`config.mk`:
```
export PLATFORM = sky130hd
export DESIGN_NAME = hangul_syllable_to_phoneme
export DESIGN_NICKNAME = d
export VERILOG_FILES = /design/src/hw/rtl/hsp_pkg.sv /design/src/hw/rtl/hsp_decompose.sv /design/src/hw/rtl/hsp_result_fifo.sv /design/src/hw/rtl/hangul_syllable_to_phoneme.sv
export SDC_FILE = /design/constraint.sdc
export NUM_CORES = 1
export LEC_CHECK = 0
export BUFFER_PORTS_ARGS = -buffer_cell sky130_fd_sc_hd__buf_2
export CAP_MARGIN = 5
export CORE_MARGIN = 4
export CORE_UTILIZATION = 30
export DETAILED_ROUTE_END_ITERATION = 12
export SLEW_MARGIN = 40
export SYNTH_ARGS = -nofsm -noshare
export SYNTH_HDL_FRONTEND = slang
export SYNTH_HIERARCHICAL = 1
export SYNTH_SLANG_ARGS = --single-unit
```
`constraint.sdc`:
```
create_clock -name clk -period 13.58 [get_ports clk]
set_input_delay 2.716 -clock clk [delete_from_list [all_inputs] [get_ports clk]]
set_output_delay 2.716 -clock clk [all_outputs]
set_load 0.05 [all_outputs]
```
`src/hw/rtl/hsp_pkg.sv`:
```
// hsp_pkg: shared types, symbol codes, boundary-rule tables and the per-syllable
// symbol function of the hangul syllable to phoneme block
// no dependencies
`timescale 1ns / 1ps
`default_nettype none

package hsp_pkg;

  // precomposed syllable range
  localparam logic [20:0] SYL_BASE = 21'h00AC00;
  localparam logic [20:0] SYL_LAST = 21'h00D7A3;

  // reciprocals for division by 588 (21 * 28) and by 28
  localparam logic [14:0] INI_RECIP = 15'd28533;  // ceil(2^24 / 588)
  localparam int          INI_SHIFT = 24;
  localparam logic [13:0] Q28_RECIP = 14'd9363;   // ceil(2^18 / 28)
  localparam int          Q28_SHIFT = 18;

  // jamo indexes
  localparam logic [4:0] FINAL_NONE = 5'd0;
  localparam logic [4:0] FINAL_N    = 5'd4;
  localparam logic [4:0] FINAL_L    = 5'd8;
  localparam logic [4:0] FINAL_NG   = 5'd21;
  localparam logic [4:0] FINAL_H    = 5'd27;
  localparam logic [4:0] INIT_K     = 5'd0;
  localparam logic [4:0] INIT_N     = 5'd2;
  localparam logic [4:0] INIT_T     = 5'd3;
  localparam logic [4:0] INIT_R     = 5'd5;
  localparam logic [4:0] INIT_M     = 5'd6;
  localparam logic [4:0] INIT_P     = 5'd7;
  localparam logic [4:0] INIT_S     = 5'd9;
  localparam logic [4:0] INIT_SS    = 5'd10;
  localparam logic [4:0] INIT_NULL  = 5'd11;
  localparam logic [4:0] INIT_C     = 5'd12;
  localparam logic [4:0] INIT_COUNT = 5'd19;
  localparam logic [4:0] VOWEL_I    = 5'd20;

  // onset symbol codes
  localparam logic [4:0] ON_NONE = 5'd0;
  localparam logic [4:0] ON_KK   = 5'd2;
  localparam logic [4:0] ON_KH   = 5'd3;
  localparam logic [4:0] ON_TT   = 5'd6;
  localparam logic [4:0] ON_TH   = 5'd7;
  localparam logic [4:0] ON_PP   = 5'd11;
  localparam logic [4:0] ON_PH   = 5'd12;
  localparam logic [4:0] ON_SS   = 5'd14;
  localparam logic [4:0] ON_TC   = 5'd15;
  localparam logic [4:0] ON_TTC  = 5'd16;
  localparam logic [4:0] ON_SH   = 5'd18;
  localparam logic [4:0] ON_SSH  = 5'd19;

  // coda symbol codes
  localparam logic [2:0] CODA_NONE = 3'd0;

  // result queue depth default
  localparam int RESULT_DEPTH_DEF = 4;

  typedef struct packed {
    logic [4:0] onset;
    logic [4:0] vowel;
    logic [2:0] coda;
    logic       first;
    logic       last;
  } syl_out_t;

  // final left behind when the final links into a null onset
  localparam logic [4:0] LINK_KEEP [28] = '{
    5'd0, 5'd0, 5'd0, 5'd1, 5'd0, 5'd4, 5'd4, 5'd0, 5'd0, 5'd8, 5'd8, 5'd8, 5'd8, 5'd8,
    5'd8, 5'd8, 5'd0, 5'd0, 5'd17, 5'd0, 5'd0, 5'd0, 5'd0, 5'd0, 5'd0, 5'd0, 5'd0, 5'd0};
  // initial that the linked consonant becomes
  localparam logic [4:0] LINK_MOVE [28] = '{
    5'd0, 5'd0, 5'd1, 5'd9, 5'd2, 5'd12, 5'd18, 5'd3, 5'd5, 5'd0, 5'd6, 5'd7, 5'd9, 5'd16,
    5'd17, 5'd18, 5'd6, 5'd7, 5'd9, 5'd9, 5'd10, 5'd0, 5'd12, 5'd14, 5'd15, 5'd16, 5'd17,
    5'd18};
  // obstruent finals that tense the next onset
  localparam logic TENSE_TRIG [28] = '{
    1'b0, 1'b1, 1'b1, 1'b1, 1'b0, 1'b0, 1'b0, 1'b1, 1'b0, 1'b0, 1'b0, 1'b0, 1'b0, 1'b0,
    1'b0, 1'b0, 1'b0, 1'b1, 1'b1, 1'b1, 1'b1, 1'b0, 1'b1, 1'b1, 1'b1, 1'b1, 1'b1, 1'b0};
  localparam logic [4:0] ONSET_PLAIN [19] = '{
    5'd1, 5'd2, 5'd4, 5'd5, 5'd6, 5'd8, 5'd9, 5'd10, 5'd11, 5'd13, 5'd14, 5'd0, 5'd15,
    5'd16, 5'd15, 5'd3, 5'd7, 5'd12, 5'd17};
  localparam logic [2:0] CODA_PLAIN [28] = '{
    3'd0, 3'd1, 3'd1, 3'd1, 3'd4, 3'd4, 3'd4, 3'd2, 3'd5, 3'd5, 3'd5, 3'd5, 3'd5, 3'd5,
    3'd5, 3'd5, 3'd6, 3'd3, 3'd3, 3'd2, 3'd2, 3'd7, 3'd2, 3'd2, 3'd1, 3'd2, 3'd3, 3'd2};
  // zero: no nasal form, use the plain coda
  localparam logic [2:0] CODA_NASAL [28] = '{
    3'd0, 3'd7, 3'd7, 3'd7, 3'd0, 3'd0, 3'd0, 3'd4, 3'd0, 3'd7, 3'd0, 3'd6, 3'd4, 3'd4,
    3'd4, 3'd4, 3'd0, 3'd6, 3'd6, 3'd4, 3'd4, 3'd0, 3'd4, 3'd4, 3'd7, 3'd4, 3'd6, 3'd4};

  function automatic logic is_kptc(input logic [4:0] c);
    return (c == INIT_K) || (c == INIT_T) || (c == INIT_P) || (c == INIT_C);
  endfunction

  // symbols of one syllable given its neighbours
  function automatic syl_out_t hsp_emit(input logic [4:0] prev_fin, input logic [4:0] ini,
                                        input logic [4:0] vow, input logic [4:0] fin,
                                        input logic has_next, input logic [4:0] next_ini,
                                        input logic first, input logic last);
    syl_out_t   r;
    logic [4:0] pf;
    logic [4:0] fn;
    logic       asp;
    logic       tns;
    logic [4:0] onset;
    logic [2:0] coda;
    pf    = (prev_fin < 5'd28) ? prev_fin : FINAL_NONE;
    fn    = (fin < 5'd28) ? fin : FINAL_NONE;
    onset = ON_NONE;
    coda  = CODA_NONE;
    asp   = (pf == FINAL_H) && is_kptc(ini);
    tns   = TENSE_TRIG[pf] && (is_kptc(ini) || (ini == INIT_S));
    if ((ini < INIT_COUNT) && (ini != INIT_NULL)) begin
      if (asp) begin
        case (ini)
          INIT_K:  onset = ON_KH;
          INIT_T:  onset = ON_TH;
          INIT_P:  onset = ON_PH;
          default: onset = ON_TC;
        endcase
      end else if (tns) begin
        case (ini)
          INIT_K:  onset = ON_KK;
          INIT_T:  onset = ON_TT;
          INIT_P:  onset = ON_PP;
          INIT_S:  onset = ON_SS;
          default: onset = ON_TTC;
        endcase
      end else begin
        onset = ONSET_PLAIN[ini];
      end
    end
    if ((vow == VOWEL_I) && ((ini == INIT_S) || (ini == INIT_SS)))
      onset = ((onset == ON_SS) || (ini == INIT_SS)) ? ON_SSH : ON_SH;
    if (fn != FINAL_NONE) begin
      if (has_next && (fn == FINAL_H) && is_kptc(next_ini))
        coda = CODA_NONE;
      else if (has_next && ((next_ini == INIT_N) || (next_ini == INIT_M)) &&
               (CODA_NASAL[fn] != CODA_NONE))
        coda = CODA_NASAL[fn];
      else
        coda = CODA_PLAIN[fn];
    end
    r.onset = onset;
    r.vowel = vow;
    r.coda  = coda;
    r.first = first;
    r.last  = last;
    return r;
  endfunction

endpackage

`default_nettype wire

```
`src/hw/rtl/hsp_decompose.sv`:
```
// hsp_decompose: splits a code point into syllable initial, vowel and final
// indexes by reciprocal multiplication; uses hsp_pkg
`timescale 1ns / 1ps
`default_nettype none

module hsp_decompose (
  input  wire logic [20:0] code_point,
  output logic             is_syllable,
  output logic [4:0]       ini,
  output logic [4:0]       vow,
  output logic [4:0]       fin
);
  import hsp_pkg::*;

  logic [20:0] code_wide;
  logic [13:0] code;
  logic [28:0] prod_ini;
  logic [27:0] prod_q;
  logic [8:0]  q;
  logic [13:0] q28;
  logic [8:0]  ini21;

  assign is_syllable = (code_point >= SYL_BASE) && (code_point <= SYL_LAST);
  assign code_wide   = code_point - SYL_BASE;
  assign code        = code_wide[13:0];

  // code / 588 and code / 28, exact over the syllable range
  assign prod_ini = 29'(code) * 29'(INI_RECIP);
  assign prod_q   = 28'(code) * 28'(Q28_RECIP);
  assign ini      = prod_ini[INI_SHIFT +: 5];
  assign q        = prod_q[Q28_SHIFT +: 9];

  // remainders by shift and add
  assign q28   = 14'({q, 5'b0}) - 14'({q, 2'b0});
  assign ini21 = 9'({ini, 4'b0}) + 9'({ini, 2'b0}) + 9'(ini);
  assign fin   = 5'(code - q28);
  assign vow   = 5'(q - ini21);

endmodule

`default_nettype wire

```
`src/hw/rtl/hsp_result_fifo.sv`:
```
// hsp_result_fifo: small result queue taking up to two beats a cycle and giving at most one
// uses hsp_pkg for the result type
`timescale 1ns / 1ps
`default_nettype none

module hsp_result_fifo #(
  parameter int DEPTH = hsp_pkg::RESULT_DEPTH_DEF
) (
  input  wire logic             clk,
  input  wire logic             rst,
  input  wire logic [1:0]       push_n,
  input  wire hsp_pkg::syl_out_t push_data0,
  input  wire hsp_pkg::syl_out_t push_data1,
  output logic                  room,
  output logic                  out_valid,
  input  wire logic             out_ready,
  output hsp_pkg::syl_out_t     out_data
);
  import hsp_pkg::*;

  localparam int PTR_W = (DEPTH > 1) ? $clog2(DEPTH) : 1;
  localparam int CNT_W = $clog2(DEPTH + 1);

  syl_out_t           mem [DEPTH];
  logic [PTR_W-1:0]   rd_ptr;
  logic [PTR_W-1:0]   wr_ptr;
  logic [CNT_W-1:0]   count;
  logic [PTR_W-1:0]   rd_ptr_inc;
  logic [PTR_W-1:0]   wr_ptr_inc;
  logic [PTR_W-1:0]   wr_ptr_inc2;
  logic [PTR_W-1:0]   wr_ptr_next;
  logic [CNT_W-1:0]   count_next;
  logic               pop;

  assign pop        = out_valid && out_ready;
  assign out_valid  = (count != '0);
  assign out_data   = mem[rd_ptr];
  // room for two beats, so a stage producing two results never overflows
  assign room       = (count <= CNT_W'(DEPTH - 2));

  assign rd_ptr_inc  = (rd_ptr == PTR_W'(DEPTH - 1)) ? '0 : rd_ptr + 1'b1;
  assign wr_ptr_inc  = (wr_ptr == PTR_W'(DEPTH - 1)) ? '0 : wr_ptr + 1'b1;
  assign wr_ptr_inc2 = (wr_ptr_inc == PTR_W'(DEPTH - 1)) ? '0 : wr_ptr_inc + 1'b1;

  always_comb begin
    case (push_n)
      2'd1:    wr_ptr_next = wr_ptr_inc;
      2'd2:    wr_ptr_next = wr_ptr_inc2;
      default: wr_ptr_next = wr_ptr;
    endcase
    count_next = count + CNT_W'(push_n) - CNT_W'(pop);
  end

  always_ff @(posedge clk) begin
    if (rst) begin
      rd_ptr <= '0;
      wr_ptr <= '0;
      count  <= '0;
    end else begin
      wr_ptr <= wr_ptr_next;
      count  <= count_next;
      if (pop) rd_ptr <= rd_ptr_inc;
    end
  end

  always_ff @(posedge clk) begin
    if (push_n != 2'd0) mem[wr_ptr] <= push_data0;
    if (push_n == 2'd2) mem[wr_ptr_inc] <= push_data1;
  end

endmodule

`default_nettype wire

```
`src/hw/rtl/hangul_syllable_to_phoneme.sv`:
```
// hangul_syllable_to_phoneme: top level of the syllable to phoneme symbol block
// depends on hsp_pkg, hsp_decompose and hsp_result_fifo
`timescale 1ns / 1ps
`default_nettype none

// Takes one code point per beat, with word_end marking the last beat of a word,
// and gives one beat of onset, vowel and coda symbols per precomposed syllable.
// Code points outside the syllable range give nothing, though their word_end still
// closes the word. One syllable is held back so that the rules across the boundary
// (linking, lateralization, aspiration, tensing, nasal assimilation) can see the
// next initial; a syllable is therefore emitted when the next syllable or the word
// end arrives, and a syllable beat with word_end gives two results if one was held.
// The input takes one beat per cycle, sustained, as long as results are taken as fast
// as they are produced: the path is an input register, a decompose stage register and
// the rule stage that writes a result queue (default depth four). The output side
// gives at most one result per cycle, so a burst of two-result beats slows the input
// to the output rate. The rule stage writes a result to the queue, behind both stage
// registers and only when there is room, and it can be read from the cycle after.

module hangul_syllable_to_phoneme #(
  parameter int RESULT_DEPTH = hsp_pkg::RESULT_DEPTH_DEF
) (
  input  wire logic        clk,
  input  wire logic        rst,
  input  wire logic        in_valid,
  output logic             in_ready,
  input  wire logic [20:0] code_point,
  input  wire logic        word_end,
  output logic             out_valid,
  input  wire logic        out_ready,
  output logic [4:0]       onset_symbol,
  output logic [4:0]       vowel_symbol,
  output logic [2:0]       coda_symbol,
  output logic             word_first,
  output logic             word_last
);
  import hsp_pkg::*;

  // input register
  logic        s1_valid;
  logic [20:0] s1_code_point;
  logic        s1_word_end;

  // decompose stage register
  logic        s2_valid;
  logic        s2_syl;
  logic        s2_wend;
  logic [4:0]  s2_ini;
  logic [4:0]  s2_vow;
  logic [4:0]  s2_fin;

  logic        dec_syl;
  logic [4:0]  dec_ini;
  logic [4:0]  dec_vow;
  logic [4:0]  dec_fin;

  // word state
  logic        held_valid;
  logic [4:0]  held_initial;
  logic [4:0]  held_vowel;
  logic [4:0]  held_final;
  logic [4:0]  previous_final;
  logic        emitted_in_word;

  logic        held_valid_next;
  logic [4:0]  held_initial_next;
  logic [4:0]  held_vowel_next;
  logic [4:0]  held_final_next;
  logic [4:0]  previous_final_next;
  logic        emitted_in_word_next;

  // handshake between stages
  logic        s1_load;
  logic        s2_load;
  logic        s2_done;
  logic        room;

  // rule stage
  logic        emit_held;
  logic        emit_last;
  logic [4:0]  link_ini;
  logic [4:0]  link_fin;
  logic [4:0]  pf_after;
  logic        ew_after;
  logic        hv_after;
  logic [4:0]  hi_after;
  logic [4:0]  hvo_after;
  logic [4:0]  hf_after;
  syl_out_t    res_held;
  syl_out_t    res_last;
  syl_out_t    push_data0;
  logic [1:0]  push_n;
  syl_out_t    out_data;

  // a stage moves on when its successor frees up in the same cycle
  assign s2_done  = s2_valid && room;
  assign s2_load  = s1_valid && (!s2_valid || s2_done);
  assign in_ready = !s1_valid || !s2_valid || s2_done;
  assign s1_load  = in_valid && in_ready;

  always_ff @(posedge clk) begin
    if (rst) begin
      s1_valid <= 1'b0;
      s2_valid <= 1'b0;
    end else begin
      if (s1_load) s1_valid <= 1'b1;
      else if (s2_load) s1_valid <= 1'b0;
      if (s2_load) s2_valid <= 1'b1;
      else if (s2_done) s2_valid <= 1'b0;
    end
  end

  always_ff @(posedge clk) begin
    if (s1_load) begin
      s1_code_point <= code_point;
      s1_word_end   <= word_end;
    end
    if (s2_load) begin
      s2_syl  <= dec_syl;
      s2_wend <= s1_word_end;
      s2_ini  <= dec_ini;
      s2_vow  <= dec_vow;
      s2_fin  <= dec_fin;
    end
  end

  hsp_decompose u_decompose (
    .code_point  (s1_code_point),
    .is_syllable (dec_syl),
    .ini         (dec_ini),
    .vow         (dec_vow),
    .fin         (dec_fin)
  );

  // boundary rules between the held syllable and the incoming one
  always_comb begin
    emit_held = s2_syl && held_valid;
    link_ini  = s2_ini;
    link_fin  = (held_final < 5'd28) ? held_final : FINAL_NONE;
    // final consonant other than ng moves into a null onset
    if ((link_fin != FINAL_NONE) && (link_fin != FINAL_NG) && (s2_ini == INIT_NULL)) begin
      link_ini = LINK_MOVE[link_fin];
      link_fin = LINK_KEEP[link_fin];
    end
    // n before l becomes l
    if ((link_fin == FINAL_N) && (link_ini == INIT_R))
      link_fin = FINAL_L;

    res_held = hsp_emit(previous_final, held_initial, held_vowel, link_fin, 1'b1, link_ini,
                        !emitted_in_word, 1'b0);

    // state as seen after the held syllable went out
    pf_after  = emit_held ? link_fin : previous_final;
    ew_after  = emitted_in_word || emit_held;
    hv_after  = held_valid || s2_syl;
    hi_after  = s2_syl ? link_ini : held_initial;
    hvo_after = s2_syl ? s2_vow : held_vowel;
    hf_after  = s2_syl ? s2_fin : held_final;

    // word end flushes whatever is held
    emit_last = s2_wend && hv_after;
    res_last  = hsp_emit(pf_after, hi_after, hvo_after, hf_after, 1'b0, FINAL_NONE,
                         !ew_after, 1'b1);

    push_data0 = emit_held ? res_held : res_last;
    push_n     = s2_done ? (2'(emit_held) + 2'(emit_last)) : 2'd0;

    if (s2_wend) begin
      held_valid_next      = 1'b0;
      held_initial_next    = '0;
      held_vowel_next      = '0;
      held_final_next      = '0;
      previous_final_next  = '0;
      emitted_in_word_next = 1'b0;
    end else begin
      held_valid_next      = hv_after;
      held_initial_next    = hi_after;
      held_vowel_next      = hvo_after;
      held_final_next      = hf_after;
      previous_final_next  = pf_after;
      emitted_in_word_next = ew_after;
    end
  end

  always_ff @(posedge clk) begin
    if (rst) begin
      held_valid      <= 1'b0;
      held_initial    <= '0;
      held_vowel      <= '0;
      held_final      <= '0;
      previous_final  <= '0;
      emitted_in_word <= 1'b0;
    end else if (s2_done) begin
      held_valid      <= held_valid_next;
      held_initial    <= held_initial_next;
      held_vowel      <= held_vowel_next;
      held_final      <= held_final_next;
      previous_final  <= previous_final_next;
      emitted_in_word <= emitted_in_word_next;
    end
  end

  // result queue parts the rule stage from the output handshake
  hsp_result_fifo #(
    .DEPTH (RESULT_DEPTH)
  ) u_result_fifo (
    .clk        (clk),
    .rst        (rst),
    .push_n     (push_n),
    .push_data0 (push_data0),
    .push_data1 (res_last),
    .room       (room),
    .out_valid  (out_valid),
    .out_ready  (out_ready),
    .out_data   (out_data)
  );

  assign onset_symbol = out_data.onset;
  assign vowel_symbol = out_data.vowel;
  assign coda_symbol  = out_data.coda;
  assign word_first   = out_data.first;
  assign word_last    = out_data.last;

endmodule

`default_nettype wire
```
==> results of run 1 <==
## state kept, by name (all words and copies together) (netlist names), named ones only
register and flops:
u_result_fifo/mem 60, s1_code_point 21, held_final 5, held_initial 5, held_vowel 5, previous_final 5
s2_fin 5, s2_ini 5, s2_vow 5, u_result_fifo/count 3, u_result_fifo/rd_ptr 2, u_result_fifo/wr_ptr 2
emitted_in_word 1, held_valid 1, s1_valid 1, s1_word_end 1, s2_syl 1, s2_valid 1
s2_wend 1
## synthesized netlist by cell type (9+ instances only)
cell type / number
sky130_fd_sc_hd__mux4_2: 16
sky130_fd_sc_hd__mux2i_1: 18
sky130_fd_sc_hd__edfxtp_1: 99
sky130_fd_sc_hd__ha_1: 228
sky130_fd_sc_hd__xnor2_1: 24
sky130_fd_sc_hd__o21ai_0: 53
sky130_fd_sc_hd__nand2_1: 74
sky130_fd_sc_hd__nor2b_1: 17
sky130_fd_sc_hd__nand2b_1: 11
sky130_fd_sc_hd__a31oi_1: 9
sky130_fd_sc_hd__inv_1: 242
sky130_fd_sc_hd__nor3_1: 14
sky130_fd_sc_hd__clkbuf_1: 24
sky130_fd_sc_hd__buf_2: 9
sky130_fd_sc_hd__fa_1: 119
sky130_fd_sc_hd__nand4_1: 11
sky130_fd_sc_hd__a211oi_1: 14
sky130_fd_sc_hd__o211ai_1: 14
sky130_fd_sc_hd__nand3_1: 25
sky130_fd_sc_hd__dfxtp_1: 33
sky130_fd_sc_hd__buf_6: 9
sky130_fd_sc_hd__mux2_2: 64
sky130_fd_sc_hd__a22oi_1: 17
sky130_fd_sc_hd__nor2_1: 97
sky130_fd_sc_hd__a21oi_1: 62
sky130_fd_sc_hd__and3_1: 9
## worst min path at each step
stage,from,end,slack [ns],cells past startpoint
finish,s1_word_end$_DFFE_PP_,s2_wend$_DFFE_PP_,0.43,0
CTS,s1_word_end$_DFFE_PP_,s2_wend$_DFFE_PP_,0.43,0
global route,s1_word_end$_DFFE_PP_,s2_wend$_DFFE_PP_,0.43,0
global placement,s1_word_end$_DFFE_PP_,s2_wend$_DFFE_PP_,0.41,0
detailed placement,s1_word_end$_DFFE_PP_,s2_wend$_DFFE_PP_,0.41,0
floorplan,s1_word_end$_DFFE_PP_,s2_wend$_DFFE_PP_,0.40,0
## area by class of cell
cell class	count	area, sq um	share of cell area [%]
inverters	247	927	5.52
repair buffers	58	330	1.96
clock inverters	14	190	1.13
multi-input cells	1075	10500	62.2
well taps	672	841	5.00
diodes	1	2.50	0.0149
clock buffers	18	429	2.55
flip-flops and latches	132	3630	21.6
## metrics by stage
step	util, %	std cells	area, sq um
4_1_cts	33.4	2216	16800
2_1_floorplan	-	1504	15300
3_3_place_gp	32.2	2184	16200
6_report	33.4	2217	16800
5_1_grt	33.4	2216	16800
3_5_place_dp	32.2	2184	16200
## cell families after synthesis
group | after synthesis | share of synthesized area (%)
buf+inv | 297 | 7.98
simple gates | 316 | 10.4
compound gates | 272 | 12.6
flops | 132 | 23.8
other cells | 1 | 0.0245
xor+xnor | 34 | 2.22
fa+ha+maj | 347 | 34.2
mux | 102 | 8.74
## worst max-delay path, delay by kind of cell, from the launching register on
kind	cells	cell delay (ns)
AO/OA/AOI/OAI	7	1.38
XOR/XNOR	7	1.87
adder cells (fa/ha/maj)	9	3.82
buffers and inverters	3	0.15
flip-flops	1	0.50
AND/OR/NAND/NOR	4	0.96
## per-layer routing
layer	wire length, um	GRT usage [%]	vias up
li1	-	-	5318
met1	16800	18.7	5445
met2	18200	23.1	282
met3	2150	3.02	34
met4	582	3.88	0
met5	0	0	-
==> results.md, run 1 <==
* Fraction of registers with async set or reset after synthesis at 0%
* Total of fill cells in the finished design at 5124
* Post-synthesis cell type count at 103
* Post-CTS sizing at 0
* Setup bufs post-CTS at 0
* Number of buffers inserted during clock tree synthesis at 17
* Reg2reg start: s1_code_point[10]$_DFFE_PP_
* Antenna violations before repair at 1
* Number of warnings printed during yosys synthesis at 6
* Max-slew violation count at 0
* Final Hold Fails at 0
* Relative slew slack at 41.2%
* Number of I/O pins at 43
* Detailed-route via count at 11.1k
* Proportion of layout cells with a drive suffix above 1 at 13.9%
* Clock transition at the register clock pins on the worst setup and hold paths after CTS at 0.07 ns
* Register bit total from synthesis at 132
* Worst Setup Slack post-DPL at 4.67 ns
* Post-route antenna net violation count at 0
* Share of the clock period used by the worst path at 65.9%
* GRT Overall Usage at 14.0%
* Initial Utilization at 30.4%
* Total number of H-tree levels at 4
* Clk sinks at 132
* CTS tree: built
* Vias in the first global route at 11.2k
* Number of iterations in the first detailed-routing pass at 8
* Floorplan die area at 54600 sq um
* Slowest stage cell, crit path: sky130_fd_sc_hd__xnor2_1
* RSZ-0062 raised after global routing: no
* Max_cap viols at 0
* Most frequently used flop master after synthesis: sky130_fd_sc_hd__edfxtp_1
* Least setup slack across all paths after layout at 4.63 ns
* Maximum net fanout on the critical path at 8
* Dominant cells by area after synthesis: sky130_fd_sc_hd__edfxtp_1 (19%), sky130_fd_sc_hd__ha_1 (19%), sky130_fd_sc_hd__fa_1 (16%)
* Core area at 50300 sq um
* Final GP Congestion at 0.898
* Startpoint-to-endpoint class of the critical path: register to register
* Setup_tns at 0 ns
* Count of flip-flops with a built-in enable after synthesis at 99
* Sequential area share after synthesis at 23.8%
* Outcome: finished clean
* Top-area cell type share of the netlist area at 19.4%
* Logic depth of the worst register-to-register path at 30
* Endpoint of the most critical setup path: s2_vow[4]$_DFFE_PP_
* Mean number of vias per cell at 5.00
* Cell at the root of the clock tree: sky130_fd_sc_hd__clkbuf_16
* R2r setup slk at 4.63 ns
* Area growth syn-to-layout at 9.98%
* Layout Skew at 0.0241 ns
* Maximum number of pins on one net before global-route repair at 32
* GRT overflow at 0
* Number of buffers between clock root and the deepest sink at 2
* Net total in the final layout at 1904
* Detailed Place HPWL at 29500 um
* Wire length of the first global-routing pass at 60700 um
* Count of input and output buffers at 42
* DR iter-0 viols at 615
* Number of setup violations in the final report at 0
* Final hold slack at 0.425 ns
* Critical path endpoint category: register
* Worst Max-Slew Pin Slew at 0.880 ns
* Terminus of the critical flop-to-flop path: s2_vow[4]$_DFFE_PP_
* CP max stage delay at 0.65 ns
* Worst Hold Class: register to register
* Routed WL per cell at 17.0 um
* Min cycle time layout at 8.95 ns
* Launching element type of the critical path: register
* Average instance area after synthesis at 10.2 sq um
* Vertical die dimension at 234 um
* Data arrival, critical path at 9.12 ns
* Upper clock frequency limit at 112 MHz
* Clock Latency Late Sink at 0.45 ns
* Hold bufs inserted after CTS at 0
* Start point of the critical path: s1_code_point[10]$_DFFE_PP_
* Detailed-route wire length at 37700 um
* Leading cell type in the layout, fill and taps excluded: sky130_fd_sc_hd__inv_1
* Post-synthesis instance total at 1501
* Post-synth design cell area at 15300 sq um
* Drt drc at 0
* Cell taking the most area after synthesis: sky130_fd_sc_hd__edfxtp_1
* Horizontal die dimension at 234 um
* Highest-count cells in the layout ignoring fill and taps: sky130_fd_sc_hd__inv_1 (242), sky130_fd_sc_hd__ha_1 (228), sky130_fd_sc_hd__fa_1 (119)
* CP Data Required Time at 13.76 ns
* Number of standard-cell rows in the floorplan at 82
Power of run 1 is not shown: default switching activity piles up to over one toggle a cycle in this logic, so the estimate is an artifact.
==> run 2, diff against run 1 <==
--- a/config.mk
+++ b/config.mk
@@ -5,6 +5,7 @@
 export SDC_FILE = /design/constraint.sdc
 export NUM_CORES = 1
 export LEC_CHECK = 0
+export ABC_AREA = 1
 export BUFFER_PORTS_ARGS = -buffer_cell sky130_fd_sc_hd__buf_2
 export CAP_MARGIN = 5
 export CORE_MARGIN = 4
==> constraint.sdc (replaced) <==
create_clock -name clk -period 8.6 [get_ports clk]
set_input_delay 1.72 -clock clk [delete_from_list [all_inputs] [get_ports clk]]
set_output_delay 1.72 -clock clk [all_outputs]
set_load 0.05 [all_outputs]
==> run 2 against run 1 <==
Register-to-register slack got worse by 4.2 ns. Fmax rose by 9.6%. Critical path depth rose by 4. Clock skew fell by 0.016 ns. Non-clock buffer count fell by 2. Die area rose by 4.4%. Via count rose by 19%. Critical endpoint unchanged. Highest routed layer unchanged.
==> results.md, run 2 <==
* Reg2reg start: s1_code_point[10]$_DFFE_PP_
* Startpoint-to-endpoint class of the critical path: register to register
* Post-synth design cell area at 16000 sq um (+4.5%)
* Clk sinks at 132 (unchanged)
* Final Hold Fails at 0 (unchanged)
* Upper clock frequency limit at 123 MHz (+9.6%)
* Max_cap viols at 0 (unchanged)
* Worst Setup Slack post-DPL at 0.353 ns (-4.32 ns)
* Cell at the root of the clock tree: sky130_fd_sc_hd__clkbuf_16
* Top-area cell type share of the netlist area at 18.6% (-0.84 points)
* Number of setup violations in the final report at 0 (unchanged)
* Detailed-route wire length at 40700 um (+7.9%)
* Detailed-route via count at 13.2k (+19%)
* Fraction of registers with async set or reset after synthesis at 0% (unchanged)
* Logic depth of the worst register-to-register path at 34 (+13%)
* Number of I/O pins at 43 (unchanged)
* Number of standard-cell rows in the floorplan at 84 (+2.4%)
* Data arrival, critical path at 8.35 ns (-0.77 ns)
* RSZ-0062 raised after global routing: no
* Final core utilization at 33.6% (+0.12 points)
* Post-route antenna net violation count at 0 (unchanged)
* Core area at 52700 sq um (+4.7%)
* Maximum net fanout on the critical path at 7 (-1)
* Least setup slack across all paths after layout at 0.438 ns (-4.19 ns)
* Final antenna diode count at 0 (-1)
* Cell taking the most area after synthesis: sky130_fd_sc_hd__edfxtp_1
* Routed WL per cell at 14.7 um (-13%)
* Post-synthesis instance total at 2025 (+35%)
* Dominant cells by area after synthesis: sky130_fd_sc_hd__edfxtp_1 (19%), sky130_fd_sc_hd__ha_1 (18%), sky130_fd_sc_hd__fa_1 (15%)
* Average instance area after synthesis at 7.89 sq um (-23%)
* Number of iterations in the first detailed-routing pass at 7 (-1)
* Total number of H-tree levels at 4 (unchanged)
* Count of input and output buffers at 42 (unchanged)
* Post-synthesis cell type count at 64 (-38%)
* Outcome: finished clean
* Largest registers: u_result_fifo/mem x60, s1_code_point x21
* Flip-flop count of the largest register, all copies and words added at 60 (unchanged)
* Drt drc at 0 (unchanged)
* Wire length of the first global-routing pass at 66800 um (+10%)
* Most common library cells after synthesis: sky130_fd_sc_hd__nand2_1 (440), sky130_fd_sc_hd__inv_1 (394), sky130_fd_sc_hd__ha_1 (228)
* Detailed Place HPWL at 32900 um (+11%)
* Count of flip-flops with a built-in enable after synthesis at 99 (unchanged)
* Area growth syn-to-layout at 10.6%
* DR iter-0 viols at 753 (+22%)
* Number of buffers inserted during clock tree synthesis at 17 (unchanged)
* R2r setup slk at 0.44 ns (-4.19 ns)
* Critical path endpoint category: register
* Highest-count cells in the layout ignoring fill and taps: sky130_fd_sc_hd__nand2_1 (434), sky130_fd_sc_hd__inv_1 (392), sky130_fd_sc_hd__ha_1 (227)
* Maximum number of pins on one net before global-route repair at 32 (unchanged)
* Vias in the first global route at 13.2k (+18%)
* GRT overflow at 0 (unchanged)
* Clock transition at the register clock pins on the worst setup and hold paths after CTS at 0.06 ns (about the same)
* Instance count after placement with tap cells included at 2727 (+25%)
* Launching element type of the critical path: register
* Mean number of vias per cell at 4.77 (-4.6%)
* Floorplan die area at 57000 sq um (+4.4%)
* Non-filler cells, final at 2760 (+24%)
* Most numerous cell in the Yosys netlist: sky130_fd_sc_hd__nand2_1
* Max-slew violation count at 0 (unchanged)
* Start point of the critical path: s1_code_point[10]$_DFFE_PP_
* Sequential area share after synthesis at 22.7% (-1.0 points)
* Share of the clock period used by the worst path at 94.9% (+29 points)
* Proportion of layout cells with a drive suffix above 1 at 9.31% (-4.6 points)
* Leading cell type in the layout, fill and taps excluded: sky130_fd_sc_hd__nand2_1
* Min cycle time layout at 8.16 ns (-0.785 ns)
* Final GP Congestion at 0.910 (+1.4%)
* Antenna violations before repair at 0 (-1)
* Endpoint of the most critical setup path: s2_vow[4]$_DFFE_PP_
* Most frequently used flop master after synthesis: sky130_fd_sc_hd__edfxtp_1
* Number of nets produced by synthesis at 2398
* Slowest stage cell, crit path: sky130_fd_sc_hd__fa_1
* Initial Utilization at 30.3% (-0.064 points)
* CTS tree: built
* Vertical die dimension at 239 um (+2.2%)
* Number of buffers between clock root and the deepest sink at 2 (unchanged)
* Relative slew slack at 44.4% (+3.2 points)
* CP Data Required Time at 8.79 ns (-4.97 ns)
* Register bit total from synthesis at 132 (unchanged)
* Terminus of the critical flop-to-flop path: s2_vow[4]$_DFFE_PP_
* Largest register by flop count: u_result_fifo/mem
* Clock Latency Late Sink at 0.43 ns (-0.02 ns)
* Worst Hold Class: register to register
* Critical path's most frequent cell: sky130_fd_sc_hd__inv_1
* GRT Overall Usage at 14.4% (+0.38 points)
* Setup_tns at 0 ns (unchanged)
* CP max stage delay at 0.56 ns (-0.09 ns)
* Worst Max-Slew Pin Slew at 0.832 ns (-0.0478 ns)
* Horizontal die dimension at 239 um (+2.2%)
* Hold bufs inserted after CTS at 0 (unchanged)
* Number of warnings printed during yosys synthesis at 6 (unchanged)
* Layout Skew at 0.00829 ns (-0.0158 ns)
* Net total in the final layout at 2433 (+28%)
-- run 2: cell types whose count changed in the layout (fill, tap and decap cells not counted), sizes merged, moves of 20 or more --
cell   change
o21ai    +105
a21oi     +23
mux2i     -20
inv      +154
nor2      +41
mux2      -66
nand2    +394
nand3     +61
-- run 2: repair_timing --
item,CTS,global route
endpoints found under the hold margin,0,0
endpoints found under the setup margin,0,1
buffers inserted,0,2
gates resized for setup,0,6
-- run 2: worst min-delay path by stage --
stage	start	end	slack [ns]	cells past startpoint
after floorplan	s1_word_end$_DFFE_PP_	s2_wend$_DFFE_PP_	0.40	0
after global placement	s1_word_end$_DFFE_PP_	s2_wend$_DFFE_PP_	0.41	0
after detailed placement	s1_word_end$_DFFE_PP_	s2_wend$_DFFE_PP_	0.41	0
final	s1_word_end$_DFFE_PP_	s2_wend$_DFFE_PP_	0.42	0
after CTS	s1_word_end$_DFFE_PP_	s2_wend$_DFFE_PP_	0.42	0
after global routing	s1_word_end$_DFFE_PP_	s2_wend$_DFFE_PP_	0.42	0
-- run 2: cells by family (layout without fill, tap and decap cells) --
kind of cell	count (synthesis)	count (layout)	synth area share [%]
AOI/OAI and AO/OA	320	320	11.5
and+or+nand+nor	762	762	21.2
DFF	132	132	22.7
other	1	1	0.0235
xor gates and xnor gates	15	15	0.908
buffers and inverters	448	495	10.9
adders and majority gates	347	347	32.8
-- run 2: area by class of cell --
cell class                 count  area [sq um]
multi-input combinational   1445         10700
tap                          688           861
sequential                   132          3630
clock inverter                12           180
fill                        5449         35000
clock buffer                  19           433
inverter                     408          1540
timing repair buffer          56           315
-- run 2: critical path: cells and delay by family, from the launching register on --
family	cells	cell delay, ns
XOR/XNOR	1	0.19
adder cells (fa/ha/maj)	11	4.59
flip-flops	1	0.50
AO/OA/AOI/OAI	5	0.68
AND/OR/NAND/NOR	8	1.03
buffers and inverters	9	0.93
-- run 2: layer usage --
layer / track usage [%] / share of wire, % / vias up
met5: 0 / 0 / -
met4: 4.24 / 2.3 / 0
met1: 18.9 / 46 / 6203
met2: 24.7 / 48 / 295
met3: 2.17 / 4.0 / 66
li1: - / - / 6589
-- run 2: per-stage QoR --
stage / area (sq um) / hold slack [ns]
global placement: 17000 / 0.408
floorplan: 16000 / 0.400
detailed placement: 17000 / 0.410
global route: 17700 / 0.424
finish: 17700 / 0.422
CTS: 17600 / 0.424
Power of run 2 is left out for the same reason.
==> run 3, diff against run 2 <==
--- a/config.mk
+++ b/config.mk
@@ -5,7 +5,6 @@
 export SDC_FILE = /design/constraint.sdc
 export NUM_CORES = 1
 export LEC_CHECK = 0
-export ABC_AREA = 1
 export BUFFER_PORTS_ARGS = -buffer_cell sky130_fd_sc_hd__buf_2
 export CAP_MARGIN = 5
 export CORE_MARGIN = 4
==> run 3 against run 2 <==
Global-route usage fell by 0.54 points. Die area fell by 4.2%. Clock-buffer cell count is 1 lower. Sequential cell count unchanged. Clock skew grew 0.0052 ns. Utilization rose by 0.31 points. Critical endpoint unchanged.
==> results.md, run 3 (synthesis results as in run 1) <==
* Leading cell type in the layout, fill and taps excluded: sky130_fd_sc_hd__inv_1
* Clock transition at the register clock pins on the worst setup and hold paths after CTS at 0.06 ns (about the same)
* Wire length of the first global-routing pass at 60100 um (-10%)
* Count of input and output buffers at 42 (unchanged)
* Routed WL per cell at 16.8 um (+14%)
* Max_cap viols at 0 (unchanged)
* Outcome: finished clean
* Floorplan die area at 54600 sq um (-4.2%)
* Layout Skew at 0.0135 ns (+0.00517 ns)
* Flip-flop count of the largest register, all copies and words added at 60 (unchanged)
* RSZ-0062 raised after global routing: no
* Worst Max-Slew Pin Slew at 0.831 ns (-0.00124 ns)
* Largest register by flop count: u_result_fifo/mem
* Launching element type of the critical path: register
* Area growth syn-to-layout at 11.4%
* Upper clock frequency limit at 121 MHz (-0.84%)
* Data arrival, critical path at 8.41 ns (+0.06 ns)
* Total of fill cells in the finished design at 5106 (-6.3%)
* Number of I/O pins at 43 (unchanged)
* Multi-input gate area at 10500 sq um (-1.6%)
* Cell area after placement at 16300 sq um (-4.0%)
* Worst Setup Slack post-DPL at 0.140 ns (-0.212 ns)
* Min cycle time layout at 8.23 ns (+0.0692 ns)
* Antenna violations before repair at 0 (unchanged)
* Final Hold Fails at 0 (unchanged)
* Total number of H-tree levels at 4 (unchanged)
* Least setup slack across all paths after layout at 0.369 ns (-0.0692 ns)
* Number of iterations in the first detailed-routing pass at 5 (-2)
* Mean number of vias per cell at 4.98 (+4.5%)
* Largest registers: u_result_fifo/mem x60, s1_code_point x21
* Clk sinks at 132 (unchanged)
* Share of the clock period used by the worst path at 95.7% (+0.81 points)
* Final antenna diode count at 0 (unchanged)
* GRT overflow at 0 (unchanged)
* Detailed Place HPWL at 29900 um (-9.2%)
* Number of buffers inserted during clock tree synthesis at 17 (unchanged)
* Relative slew slack at 44.2% (-0.15 points)
* DR iter-0 viols at 665 (-12%)
* Slowest stage cell, crit path: sky130_fd_sc_hd__fa_1
* Highest-count cells in the layout ignoring fill and taps: sky130_fd_sc_hd__inv_1 (242), sky130_fd_sc_hd__ha_1 (226), sky130_fd_sc_hd__fa_1 (119)
* Proportion of layout cells with a drive suffix above 1 at 15.8% (+6.5 points)
* Vertical die dimension at 234 um (-2.1%)
* Number of setup violations in the final report at 0 (unchanged)
* Net total in the final layout at 1926 (-21%)
* Core area at 50300 sq um (-4.5%)
* Initial Utilization at 30.4% (+0.064 points)
* Drt drc at 0 (unchanged)
* GRT Overall Usage at 13.9% (-0.54 points)
* Number of standard-cell rows in the floorplan at 82 (-2.4%)
* Setup_tns at 0 ns (unchanged)
* Detailed-route wire length at 37500 um (-7.7%)
* Detailed-route via count at 11.1k (-15%)
* Final GP Congestion at 0.894 (-1.8%)
* Finished Cell Area at 17000 sq um (-3.6%)
* Vias in the first global route at 11.4k (-14%)
* Critical path endpoint category: register
* Startpoint-to-endpoint class of the critical path: register to register
* Critical path's most frequent cell: sky130_fd_sc_hd__fa_1
* CP max stage delay at 0.55 ns (about the same)
* CP Data Required Time at 8.78 ns (about the same)
* Post-route antenna net violation count at 0 (unchanged)
* Area used by sequential logic in the layout at 3630 sq um (unchanged)
* Cell at the root of the clock tree: sky130_fd_sc_hd__clkbuf_16
* Number of buffers between clock root and the deepest sink at 2 (unchanged)
* Maximum number of pins on one net before global-route repair at 32 (unchanged)
* Max-slew violation count at 0 (unchanged)
* Maximum net fanout on the critical path at 4 (-3)
* Horizontal die dimension at 234 um (-2.1%)
* Worst Hold Class: register to register
* Clock Latency Late Sink at 0.44 ns (about the same)
* CTS tree: built
run 3: layout make-up:
type                    instances  share of cell area [%]
clock inverters                14                   0.970
clock buffers                  18                    2.52
well taps                     672                    4.94
repair buffers                 80                    2.93
inverters                     247                    5.44
flip-flops and latches        132                    21.3
multi-input cells            1075                    61.9
run 3: metrics by stage:
| step | hold WS (ns) | utilization (%) | cells |
|---|---|---|---|
| floorplan | 0.400 | - | 1504 |
| global placement | 0.448 | 32.5 | 2203 |
| detailed placement | 0.455 | 32.5 | 2203 |
| CTS | 0.470 | 33.7 | 2235 |
| global route | 0.477 | 33.9 | 2238 |
| finish | 0.455 | 33.9 | 2238 |
run 3: timing repair:
item,in CTS,in global routing
hold buffers,0,0
gates resized for setup,0,18
endpoints found under the setup margin,0,1
setup buffers,0,3
run 3: path summary, 6_finish.rpt:
| path | startpoint | cells past startpoint | end | slack (ns) |
|---|---|---|---|---|
| min reg2reg | s1_word_end$_DFFE_PP_ | 0 | s2_wend$_DFFE_PP_ | 0.45 |
| max | s1_code_point[10]$_DFFE_PP_ | 31 | s2_vow[4]$_DFFE_PP_ | 0.37 |
| min | s1_word_end$_DFFE_PP_ | 0 | s2_wend$_DFFE_PP_ | 0.45 |
| max reg2reg | s1_code_point[10]$_DFFE_PP_ | 31 | s2_vow[4]$_DFFE_PP_ | 0.37 |
run 3: routing by layer:
metal | wire length (um) | track usage (%) | up-vias
met4 | 620 | 3.43 | 0
met5 | 0 | 0 | -
met3 | 1600 | 2.71 | 39
li1 | - | - | 5354
met1 | 16400 | 17.7 | 5512
met2 | 18900 | 24.2 | 235
run 3: worst max-delay path, delay by kind of cell (launching register included):
family | cells | cell delay, ns
AOI/OAI and AO/OA | 6 | 0.92
xor gates and xnor gates | 6 | 1.24
adders and majority gates | 10 | 4.40
buffers and inverters | 7 | 0.56
DFF | 1 | 0.47
and+or+nand+nor | 2 | 0.40
Power of run 3 is left out for the same reason.
